## src/hw/rtl/lgdd_pkg.sv

```systemverilog
`timescale 1ns / 1ps

package lgdd_pkg;

  typedef enum logic [1:0] {
    OP_REQUEST  = 2'd0,
    OP_ALLOCATE = 2'd1,
    OP_RELEASE  = 2'd2,
    OP_DETECT   = 2'd3
  } op_e;

  typedef enum logic [1:0] {
    KIND_EDGE_DONE = 2'd0,
    KIND_NO_CYCLE  = 2'd1,
    KIND_MEMBER    = 2'd2
  } kind_e;

  typedef enum logic [1:0] {
    MARK_WHITE = 2'd0,
    MARK_GREY  = 2'd1,
    MARK_BLACK = 2'd2
  } mark_e;

  typedef enum logic [1:0] {
    ST_IDLE,
    ST_ROOT,
    ST_SEARCH,
    ST_WALK
  } state_e;

  localparam int unsigned NumberW = 5;

endpackage

```

## src/hw/rtl/lgdd_ffs.sv

```systemverilog
`timescale 1ns / 1ps

// Find the lowest set bit of a vector.
module lgdd_ffs #(
  parameter int unsigned WIDTH = 30
) (
  input  logic [WIDTH-1:0]         vec_i,
  output logic                     found_o,
  output logic [$clog2(WIDTH)-1:0] idx_o
);

  localparam int unsigned IW = $clog2(WIDTH);

  always_comb begin
    found_o = 1'b0;
    idx_o   = '0;
    for (int i = WIDTH - 1; i >= 0; i--) begin
      if (vec_i[i]) begin
        found_o = 1'b1;
        idx_o   = IW'(i);
      end
    end
  end

endmodule

```

## src/hw/rtl/lock_graph_deadlock_detector.sv

```systemverilog
`timescale 1ns / 1ps

// Deadlock detector over a resource allocation graph of LOCK_NODES locks and
// THREAD_NODES threads (node numbers: locks first, then threads).
// Input channel (in_valid_i/in_ready_o) takes an operation: request, allocate,
// release or detect. Output channel (out_valid_o/out_ready_i) returns results;
// last_o marks the final result of an item.
// Edge operations answer with one edge-done result.
// Detect clears the search marks, then runs a depth-first search with one
// find-first-set unit over the current node's adjacency row; each search
// step descends, closes a cycle, retires a node, or, with the stack empty,
// moves on to the next root. A found cycle ends the search early.
// A found cycle is reported member by member, starting with the node whose
// edge closed it and ending with the node it reached; otherwise a single
// no-deadlock result is given.
// Input is taken only between items. A stalled receiver holds the output
// register and freezes the search walk. Reset empties the graph.
module lock_graph_deadlock_detector #(
  parameter int unsigned LOCK_NODES   = 10,
  parameter int unsigned THREAD_NODES = 20
) (
  input  logic       clk_i,
  input  logic       rst_ni,
  input  logic       in_valid_i,
  output logic       in_ready_o,
  input  logic [1:0] operation_i,
  input  logic [4:0] thread_id_i,
  input  logic [3:0] lock_id_i,
  output logic       out_valid_o,
  input  logic       out_ready_i,
  output logic [1:0] kind_o,
  output logic       node_is_thread_o,
  output logic [4:0] node_number_o,
  output logic       last_o
);

  localparam int unsigned N  = LOCK_NODES + THREAD_NODES;
  localparam int unsigned NW = $clog2(N);
  localparam int unsigned DW = $clog2(N + 1);

  lgdd_pkg::state_e state_q, state_d;

  logic [N-1:0]        rows_q [N];
  lgdd_pkg::mark_e     mark_q [N];
  logic [NW-1:0]       came_q [N];
  logic [DW-1:0]       next_q [N];
  logic [NW-1:0]       stack_q [N];
  logic [DW-1:0]       depth_q;
  logic [DW-1:0]       root_q;
  logic [NW-1:0]       target_q;
  logic [NW-1:0]       walk_q;
  logic [DW-1:0]       cnt_q;

  logic        out_valid_q;
  logic [1:0]  kind_q;
  logic        thr_q;
  logic [4:0]  num_q;
  logic        last_q;

  logic in_acc, out_free, is_detect, ids_ok;
  logic [6:0] t_sum;
  logic [NW-1:0] t_idx, l_idx, root_idx, top_pos, top_idx, hit_idx, par;
  logic [N-1:0] cand;
  logic hit;
  logic root_end, root_white;
  logic emit;
  lgdd_pkg::kind_e e_kind;
  logic e_thr, e_last, walk_last;
  logic [4:0] e_num;
  logic [6:0] thr_num;

  assign out_free   = !out_valid_q || out_ready_i;
  assign in_ready_o = (state_q == lgdd_pkg::ST_IDLE) && out_free;
  assign in_acc     = in_valid_i && in_ready_o;
  assign is_detect  = operation_i == lgdd_pkg::OP_DETECT;
  assign ids_ok     = ({1'b0, thread_id_i} < 6'(THREAD_NODES))
                   && ({2'b0, lock_id_i} < 6'(LOCK_NODES));
  assign t_sum      = 7'(LOCK_NODES) + 7'(thread_id_i);
  assign t_idx      = NW'(t_sum);
  assign l_idx      = NW'(lock_id_i);

  assign root_idx   = root_q[NW-1:0];
  assign root_end   = root_q == DW'(N);
  assign root_white = mark_q[root_idx] == lgdd_pkg::MARK_WHITE;
  // node on top of the search stack
  assign top_pos    = NW'(depth_q - 1'b1);
  assign top_idx    = stack_q[top_pos];

  // candidates: out-edges of the top node from its resume point, not finished
  always_comb begin
    for (int i = 0; i < N; i++) begin
      cand[i] = rows_q[top_idx][i] && (mark_q[i] != lgdd_pkg::MARK_BLACK)
             && (i >= int'(next_q[top_idx]));
    end
  end

  lgdd_ffs #(.WIDTH(N)) u_ffs (
    .vec_i  (cand),
    .found_o(hit),
    .idx_o  (hit_idx)
  );

  assign par       = came_q[walk_q];
  assign walk_last = (par == target_q) || (cnt_q == DW'(N - 1));
  assign thr_num   = 7'(par) - 7'(LOCK_NODES);

  // next state
  always_comb begin
    state_d = state_q;
    unique case (state_q)
      lgdd_pkg::ST_IDLE: begin
        if (in_acc && is_detect) state_d = lgdd_pkg::ST_ROOT;
      end
      lgdd_pkg::ST_ROOT: begin
        if (root_end) begin
          if (out_free) state_d = lgdd_pkg::ST_IDLE;
        end else if (root_white) begin
          state_d = lgdd_pkg::ST_SEARCH;
        end
      end
      lgdd_pkg::ST_SEARCH: begin
        if (depth_q == '0) begin
          state_d = lgdd_pkg::ST_ROOT;
        end else if (hit && mark_q[hit_idx] == lgdd_pkg::MARK_GREY) begin
          state_d = lgdd_pkg::ST_WALK;
        end
      end
      lgdd_pkg::ST_WALK: begin
        if (out_free && walk_last) state_d = lgdd_pkg::ST_IDLE;
      end
      default: state_d = lgdd_pkg::ST_IDLE;
    endcase
  end

  // result emission
  always_comb begin
    emit   = 1'b0;
    e_kind = lgdd_pkg::KIND_EDGE_DONE;
    e_thr  = 1'b0;
    e_num  = '0;
    e_last = 1'b1;
    unique case (state_q)
      lgdd_pkg::ST_IDLE: begin
        emit = in_acc && !is_detect;
      end
      lgdd_pkg::ST_ROOT: begin
        emit   = root_end && out_free;
        e_kind = lgdd_pkg::KIND_NO_CYCLE;
      end
      lgdd_pkg::ST_WALK: begin
        emit   = out_free;
        e_kind = lgdd_pkg::KIND_MEMBER;
        e_last = walk_last;
        if (int'(par) >= LOCK_NODES) begin
          e_thr = 1'b1;
          e_num = thr_num[4:0];
        end else begin
          e_num = 5'(par);
        end
      end
      default: emit = 1'b0;
    endcase
  end

  always_ff @(posedge clk_i or negedge rst_ni) begin
    if (!rst_ni) begin
      state_q     <= lgdd_pkg::ST_IDLE;
      out_valid_q <= 1'b0;
      depth_q     <= '0;
      root_q      <= '0;
      cnt_q       <= '0;
      for (int i = 0; i < N; i++) begin
        rows_q[i] <= '0;
        mark_q[i] <= lgdd_pkg::MARK_WHITE;
        came_q[i] <= '0;
        next_q[i] <= '0;
      end
    end else begin
      state_q <= state_d;
      if (emit) out_valid_q <= 1'b1;
      else if (out_ready_i) out_valid_q <= 1'b0;

      if (in_acc && !is_detect && ids_ok) begin
        unique case (operation_i)
          lgdd_pkg::OP_REQUEST: rows_q[t_idx][l_idx] <= 1'b1;
          lgdd_pkg::OP_ALLOCATE: begin
            rows_q[l_idx][t_idx] <= 1'b1;
            rows_q[t_idx][l_idx] <= 1'b0;
          end
          default: rows_q[l_idx][t_idx] <= 1'b0;
        endcase
      end

      if (in_acc && is_detect) begin
        root_q  <= '0;
        depth_q <= '0;
        for (int i = 0; i < N; i++) begin
          mark_q[i] <= lgdd_pkg::MARK_WHITE;
          came_q[i] <= '0;
          next_q[i] <= '0;
        end
      end

      if (state_q == lgdd_pkg::ST_ROOT && !root_end) begin
        if (root_white) begin
          mark_q[root_idx] <= lgdd_pkg::MARK_GREY;
          next_q[root_idx] <= '0;
          depth_q          <= DW'(1);
        end else begin
          root_q <= root_q + 1'b1;
        end
      end

      if (state_q == lgdd_pkg::ST_SEARCH) begin
        if (depth_q == '0) begin
          root_q <= root_q + 1'b1;
        end else if (!hit) begin
          mark_q[top_idx] <= lgdd_pkg::MARK_BLACK;
          depth_q         <= depth_q - 1'b1;
        end else begin
          came_q[hit_idx] <= top_idx;
          if (mark_q[hit_idx] == lgdd_pkg::MARK_WHITE) begin
            next_q[top_idx] <= DW'(hit_idx) + 1'b1;
            mark_q[hit_idx] <= lgdd_pkg::MARK_GREY;
            next_q[hit_idx] <= '0;
            if (depth_q < DW'(N)) depth_q <= depth_q + 1'b1;
          end else begin
            cnt_q <= '0;
          end
        end
      end

      if (state_q == lgdd_pkg::ST_WALK && out_free) cnt_q <= cnt_q + 1'b1;
    end
  end

  // payload registers, no reset
  always_ff @(posedge clk_i) begin
    if (state_q == lgdd_pkg::ST_ROOT && !root_end && root_white) begin
      stack_q[0] <= root_idx;
    end
    if (state_q == lgdd_pkg::ST_SEARCH && depth_q != '0 && hit) begin
      if (mark_q[hit_idx] == lgdd_pkg::MARK_WHITE) begin
        if (depth_q < DW'(N)) stack_q[NW'(depth_q)] <= hit_idx;
      end else begin
        target_q <= hit_idx;
        walk_q   <= hit_idx;
      end
    end
    if (state_q == lgdd_pkg::ST_WALK && out_free) walk_q <= par;
    if (emit) begin
      kind_q <= e_kind;
      thr_q  <= e_thr;
      num_q  <= e_num;
      last_q <= e_last;
    end
  end

  assign out_valid_o      = out_valid_q;
  assign kind_o           = kind_q;
  assign node_is_thread_o = thr_q;
  assign node_number_o    = num_q;
  assign last_o           = last_q;

  a_depth_bound: assert property (@(posedge clk_i) disable iff (!rst_ni)
    depth_q <= DW'(N))
    else $error("search stack overflow");

  a_top_grey: assert property (@(posedge clk_i) disable iff (!rst_ni)
    (state_q == lgdd_pkg::ST_SEARCH && depth_q != '0)
      |-> mark_q[top_idx] == lgdd_pkg::MARK_GREY)
    else $error("top of stack is not grey");

  a_detect_start: assert property (@(posedge clk_i) disable iff (!rst_ni)
    (in_acc && is_detect) |=> state_q == lgdd_pkg::ST_ROOT)
    else $error("detect did not start search");

  a_walk_bound: assert property (@(posedge clk_i) disable iff (!rst_ni)
    state_q == lgdd_pkg::ST_WALK |-> cnt_q < DW'(N))
    else $error("cycle walk ran too long");

endmodule
```

## config.mk

```make
export PLATFORM = sky130hd
export DESIGN_NAME = lock_graph_deadlock_detector
export DESIGN_NICKNAME = d
export VERILOG_FILES = /design/src/hw/rtl/lgdd_pkg.sv /design/src/hw/rtl/lgdd_ffs.sv /design/src/hw/rtl/lock_graph_deadlock_detector.sv
export SDC_FILE = /design/constraint.sdc
export NUM_CORES = 2
export LEC_CHECK = 0
export ABC_AREA = 1
export BUFFER_PORTS_ARGS = -buffer_cell sky130_fd_sc_hd__buf_2
export CORE_UTILIZATION = 50
export CTS_BUF_LIST = sky130_fd_sc_hd__clkbuf_2 sky130_fd_sc_hd__clkbuf_4 sky130_fd_sc_hd__clkbuf_8
export CTS_CLUSTER_SIZE = 40
export DETAILED_ROUTE_END_ITERATION = 7
export PLACE_DENSITY_LB_ADDON = 0.1
export SLEW_MARGIN = 30
export SYNTH_ARGS = -nofsm -noshare
export SYNTH_HDL_FRONTEND = slang
export SYNTH_HIERARCHICAL = 1
export SYNTH_SLANG_ARGS = --single-unit
export TNS_END_PERCENT = 30
```

## constraint.sdc

```tcl
create_clock -name clk_i -period 8.9 [get_ports clk_i]
set_input_delay 0.445 -clock clk_i [delete_from_list [all_inputs] [get_ports clk_i]]
set_output_delay 0.445 -clock clk_i [all_outputs]
set_load 0.02 [all_outputs]
```

==> flow_summary_export.csv <==
group,metric,value,unit
place,pre_cts_slack,0.366,ns
floorplanning,core_area,130000,sq um
logic_synthesis,synth_fp_nets,8543,
floorplanning,io_pins,26,
setup_path,cpPeakStageDelay,0.65,ns
place,hpwlAfterDp,147000,um
floorplanning,rows,132,
drt,vias,60300,
status,status,"finished clean",
global_routing,grt_max_degree,233,
sta,tns,0,ns
job,drv_cap,0,
sta,finalCriticalPeriod,8.21,ns
drt,wl_met1,96700,um
setup_path,startpoint_type,"flop",
drt,antenna_left,0,
logic_synthesis,synth_area_leader_cell,"dfrtp_1",
setup_path,path_max_fanout,82,
logic_synthesis,seq_area_frac_synth,48.9,%
place,dpl_cell_area,66800,sq um
sta,tightest_slew,1.08,ns
logic_synthesis,ys.flop_type,"dfrtp_1",
sta,whs,0.118,ns
setup_path,critPathBufInv,8,
drt,wl_met3,18600,um
drt,top_layer,"met5",
logic_synthesis,synthCells,8514,
sta,period_share,92.3,%
place,numPortBuffers,25,
clock_tree,cts_buffers,211,
finish,area_growth,8.99,%
global_routing,antenna_found_initial,3,
finish,final_area,71700,sq um
sta,setup_ws,0.687,ns
logic_synthesis,yosysTopAreaCellShare,41.1,%
setup_path,critPathTopFamily,"simple AND/OR/NAND/NOR gates",
finish,layout_commonest_cell,"nand2_1",
setup_path,crit_path_frequent_cell,"nand2_1",
drt,drt-initial-drc-count,6949,
global_routing,gr-total-overflow,0,
setup_path,worst_setup_path_end_kind,"flop",
sta,slew_viol_final,0,
setup_path,cpMaxStageDelayCell,"buf_4",
logic_synthesis,syn_area,65800,sq um
clock_tree,tritoncts,"built",
setup_path,crit_type,"flop to flop",
global_routing,grt_usage,34.7,%
global_routing,grt_pass1_wl,353000,um
finish,drive_gt1_share,8.58,%
clock_tree,cts_sinks,1251,
floorplanning,die_w,365,um
drt,finalWirelength,233000,um
drt,firstDrtPassIters,7,
sta,finalHoldViolCount,0,
drt,routedWlPerCell,23.0,um
place,place.gp.congestion,0.968,
logic_synthesis,yosys-top-cells-area,"dfrtp_1 41%, nand2_1 11%, edfxtp_1 7.7%",
clock_tree,cts_max_level,4,
logic_synthesis,ys_seq_elements,1251,
sta,fmax,0.122,GHz
setup_path,cp.arrival,8.87,ns
clock_tree,path_clk_slew,0.06,ns
floorplanning,die_h,365,um
clock_tree,clock_tree.root_cell,"clkbuf_8",
sta,rsz0062_at_grt,"false",
sta,setup_viol,0,
sta,maxSlewHeadroom,27.9,%
logic_synthesis,synth-edff-count,169,
finish,final_cell_mix,"1,858 x nand2_1, 1,196 x nor2_1, 1,081 x dfrtp_1",
logic_synthesis,avgSynthCellArea,7.73,sq um
finish,nNetsFinal,8244,
global_routing,grt_pass1_vias,57500,
logic_synthesis,async_flop_share,86.5,%
drt,viasPerCell,5.95,
drt,dr_wl_met2,105000,um
logic_synthesis,yosysWarnings,6,
floorplanning,start_util,50.6,%
min_path,min_path_type,"input port to flop",
clock_tree,clock_latency,0.96,ns
setup_path,worstPathRequired,9.56,ns
drt,drc,0,
sta,skew,0.0541,ns
logic_synthesis,synth_cell_type_count,57,
clock_tree,cts_buffer_depth,3,
floorplanning,dieArea,133000,sq um
-- path summary, 6_finish.rpt --
kind / start / to / slack (ns) / cells past startpoint
max: depth_q[0] / stack_q[16][1] / 0.69 / 50
min reg2reg: rows_q[508] / rows_q[508] / 0.37 / 0
min: operation_i[0] / rows_q[838] / 0.12 / 3
max reg2reg: depth_q[0] / stack_q[16][1] / 0.69 / 50
min in group asynchronous: rst_ni / came_q[102] / 0.17 / 3
max in group asynchronous: rst_ni / rows_q[811] / 7.13 / 4
-- cell families after synthesis --
family	count (synthesis)	share of synthesized area, %
flops	1251	48.9
buf+inv	1427	8.65
compound gates	1848	17.2
mux	4	0.0608
simple gates	3960	24.9
fa+ha+maj	14	0.266
xor+xnor	10	0.133
-- final cells by class --
cell class	count	area (sq um)
antenna	3	7.51
clock inverter	53	500
inverter	713	2720
sequential	1251	32200
timing repair buffer	202	1820
fill	12300	58300
tap	1742	2180
multi-input combinational	5836	28100
clock buffer	339	4220
-- sequential cells by signal, indices dropped and copies added (netlist names) --
name,count
came_q,150
cnt_q,5
depth_q,5
kind_o,2
last_o,1
mark_q,60
next_q,150
node_is_thread_o,1
node_number_o,5
out_valid_o,1
root_idx,5
rows_q,704
stack_q,150
state_q,2
target_q,5
walk_q,5
-- repair_timing --
action | in CTS | in global routing
resized for setup | 0 | 13
setup endpoints to repair | 0 | 498
hold buffers | 3 | 0
hold endpoints to repair | 118 | 0
buffers inserted | 0 | 1
-- stage by stage --
stage	utilization [%]	std cells
5_1_grt	55.2	10100
2_1_floorplan	-	8514
3_5_place_dp	51.4	9737
3_3_place_gp	51.4	9737
4_1_cts	55.1	10100
6_report	55.2	10100
-- worst reg2reg max path, delay by kind of cell, from the launching register on --
| kind | cells | cell delay (ns) |
|---|---|---|
| buffers and inverters | 8 | 2.52 |
| and+or+nand+nor | 38 | 4.39 |
| AOI/OAI and AO/OA | 4 | 0.64 |
| DFF | 1 | 0.40 |
-- synth_stat cells, types with 70 or more instances --
master    number
a21oi_1      198
o41ai_1       80
a22o_1       208
nand3_1      651
o221ai_1      70
dfrtp_1     1082
nand4_1      107
nand2_1     1861
buf_2        106
a22oi_1       80
edfxtp_1     169
clkbuf_1     542
o21ai_0      973
inv_1        637
nor2_1      1205
-- layer usage --
metal	vias to the layer above	track usage, %
met4	2	18.4
li1	27800	-
met3	607	5.69
met2	2760	53.5
met5	-	0
met1	29200	47.1
Power is not shown: default switching activity piles up to over one toggle a cycle in this logic, so the estimate is an artifact.
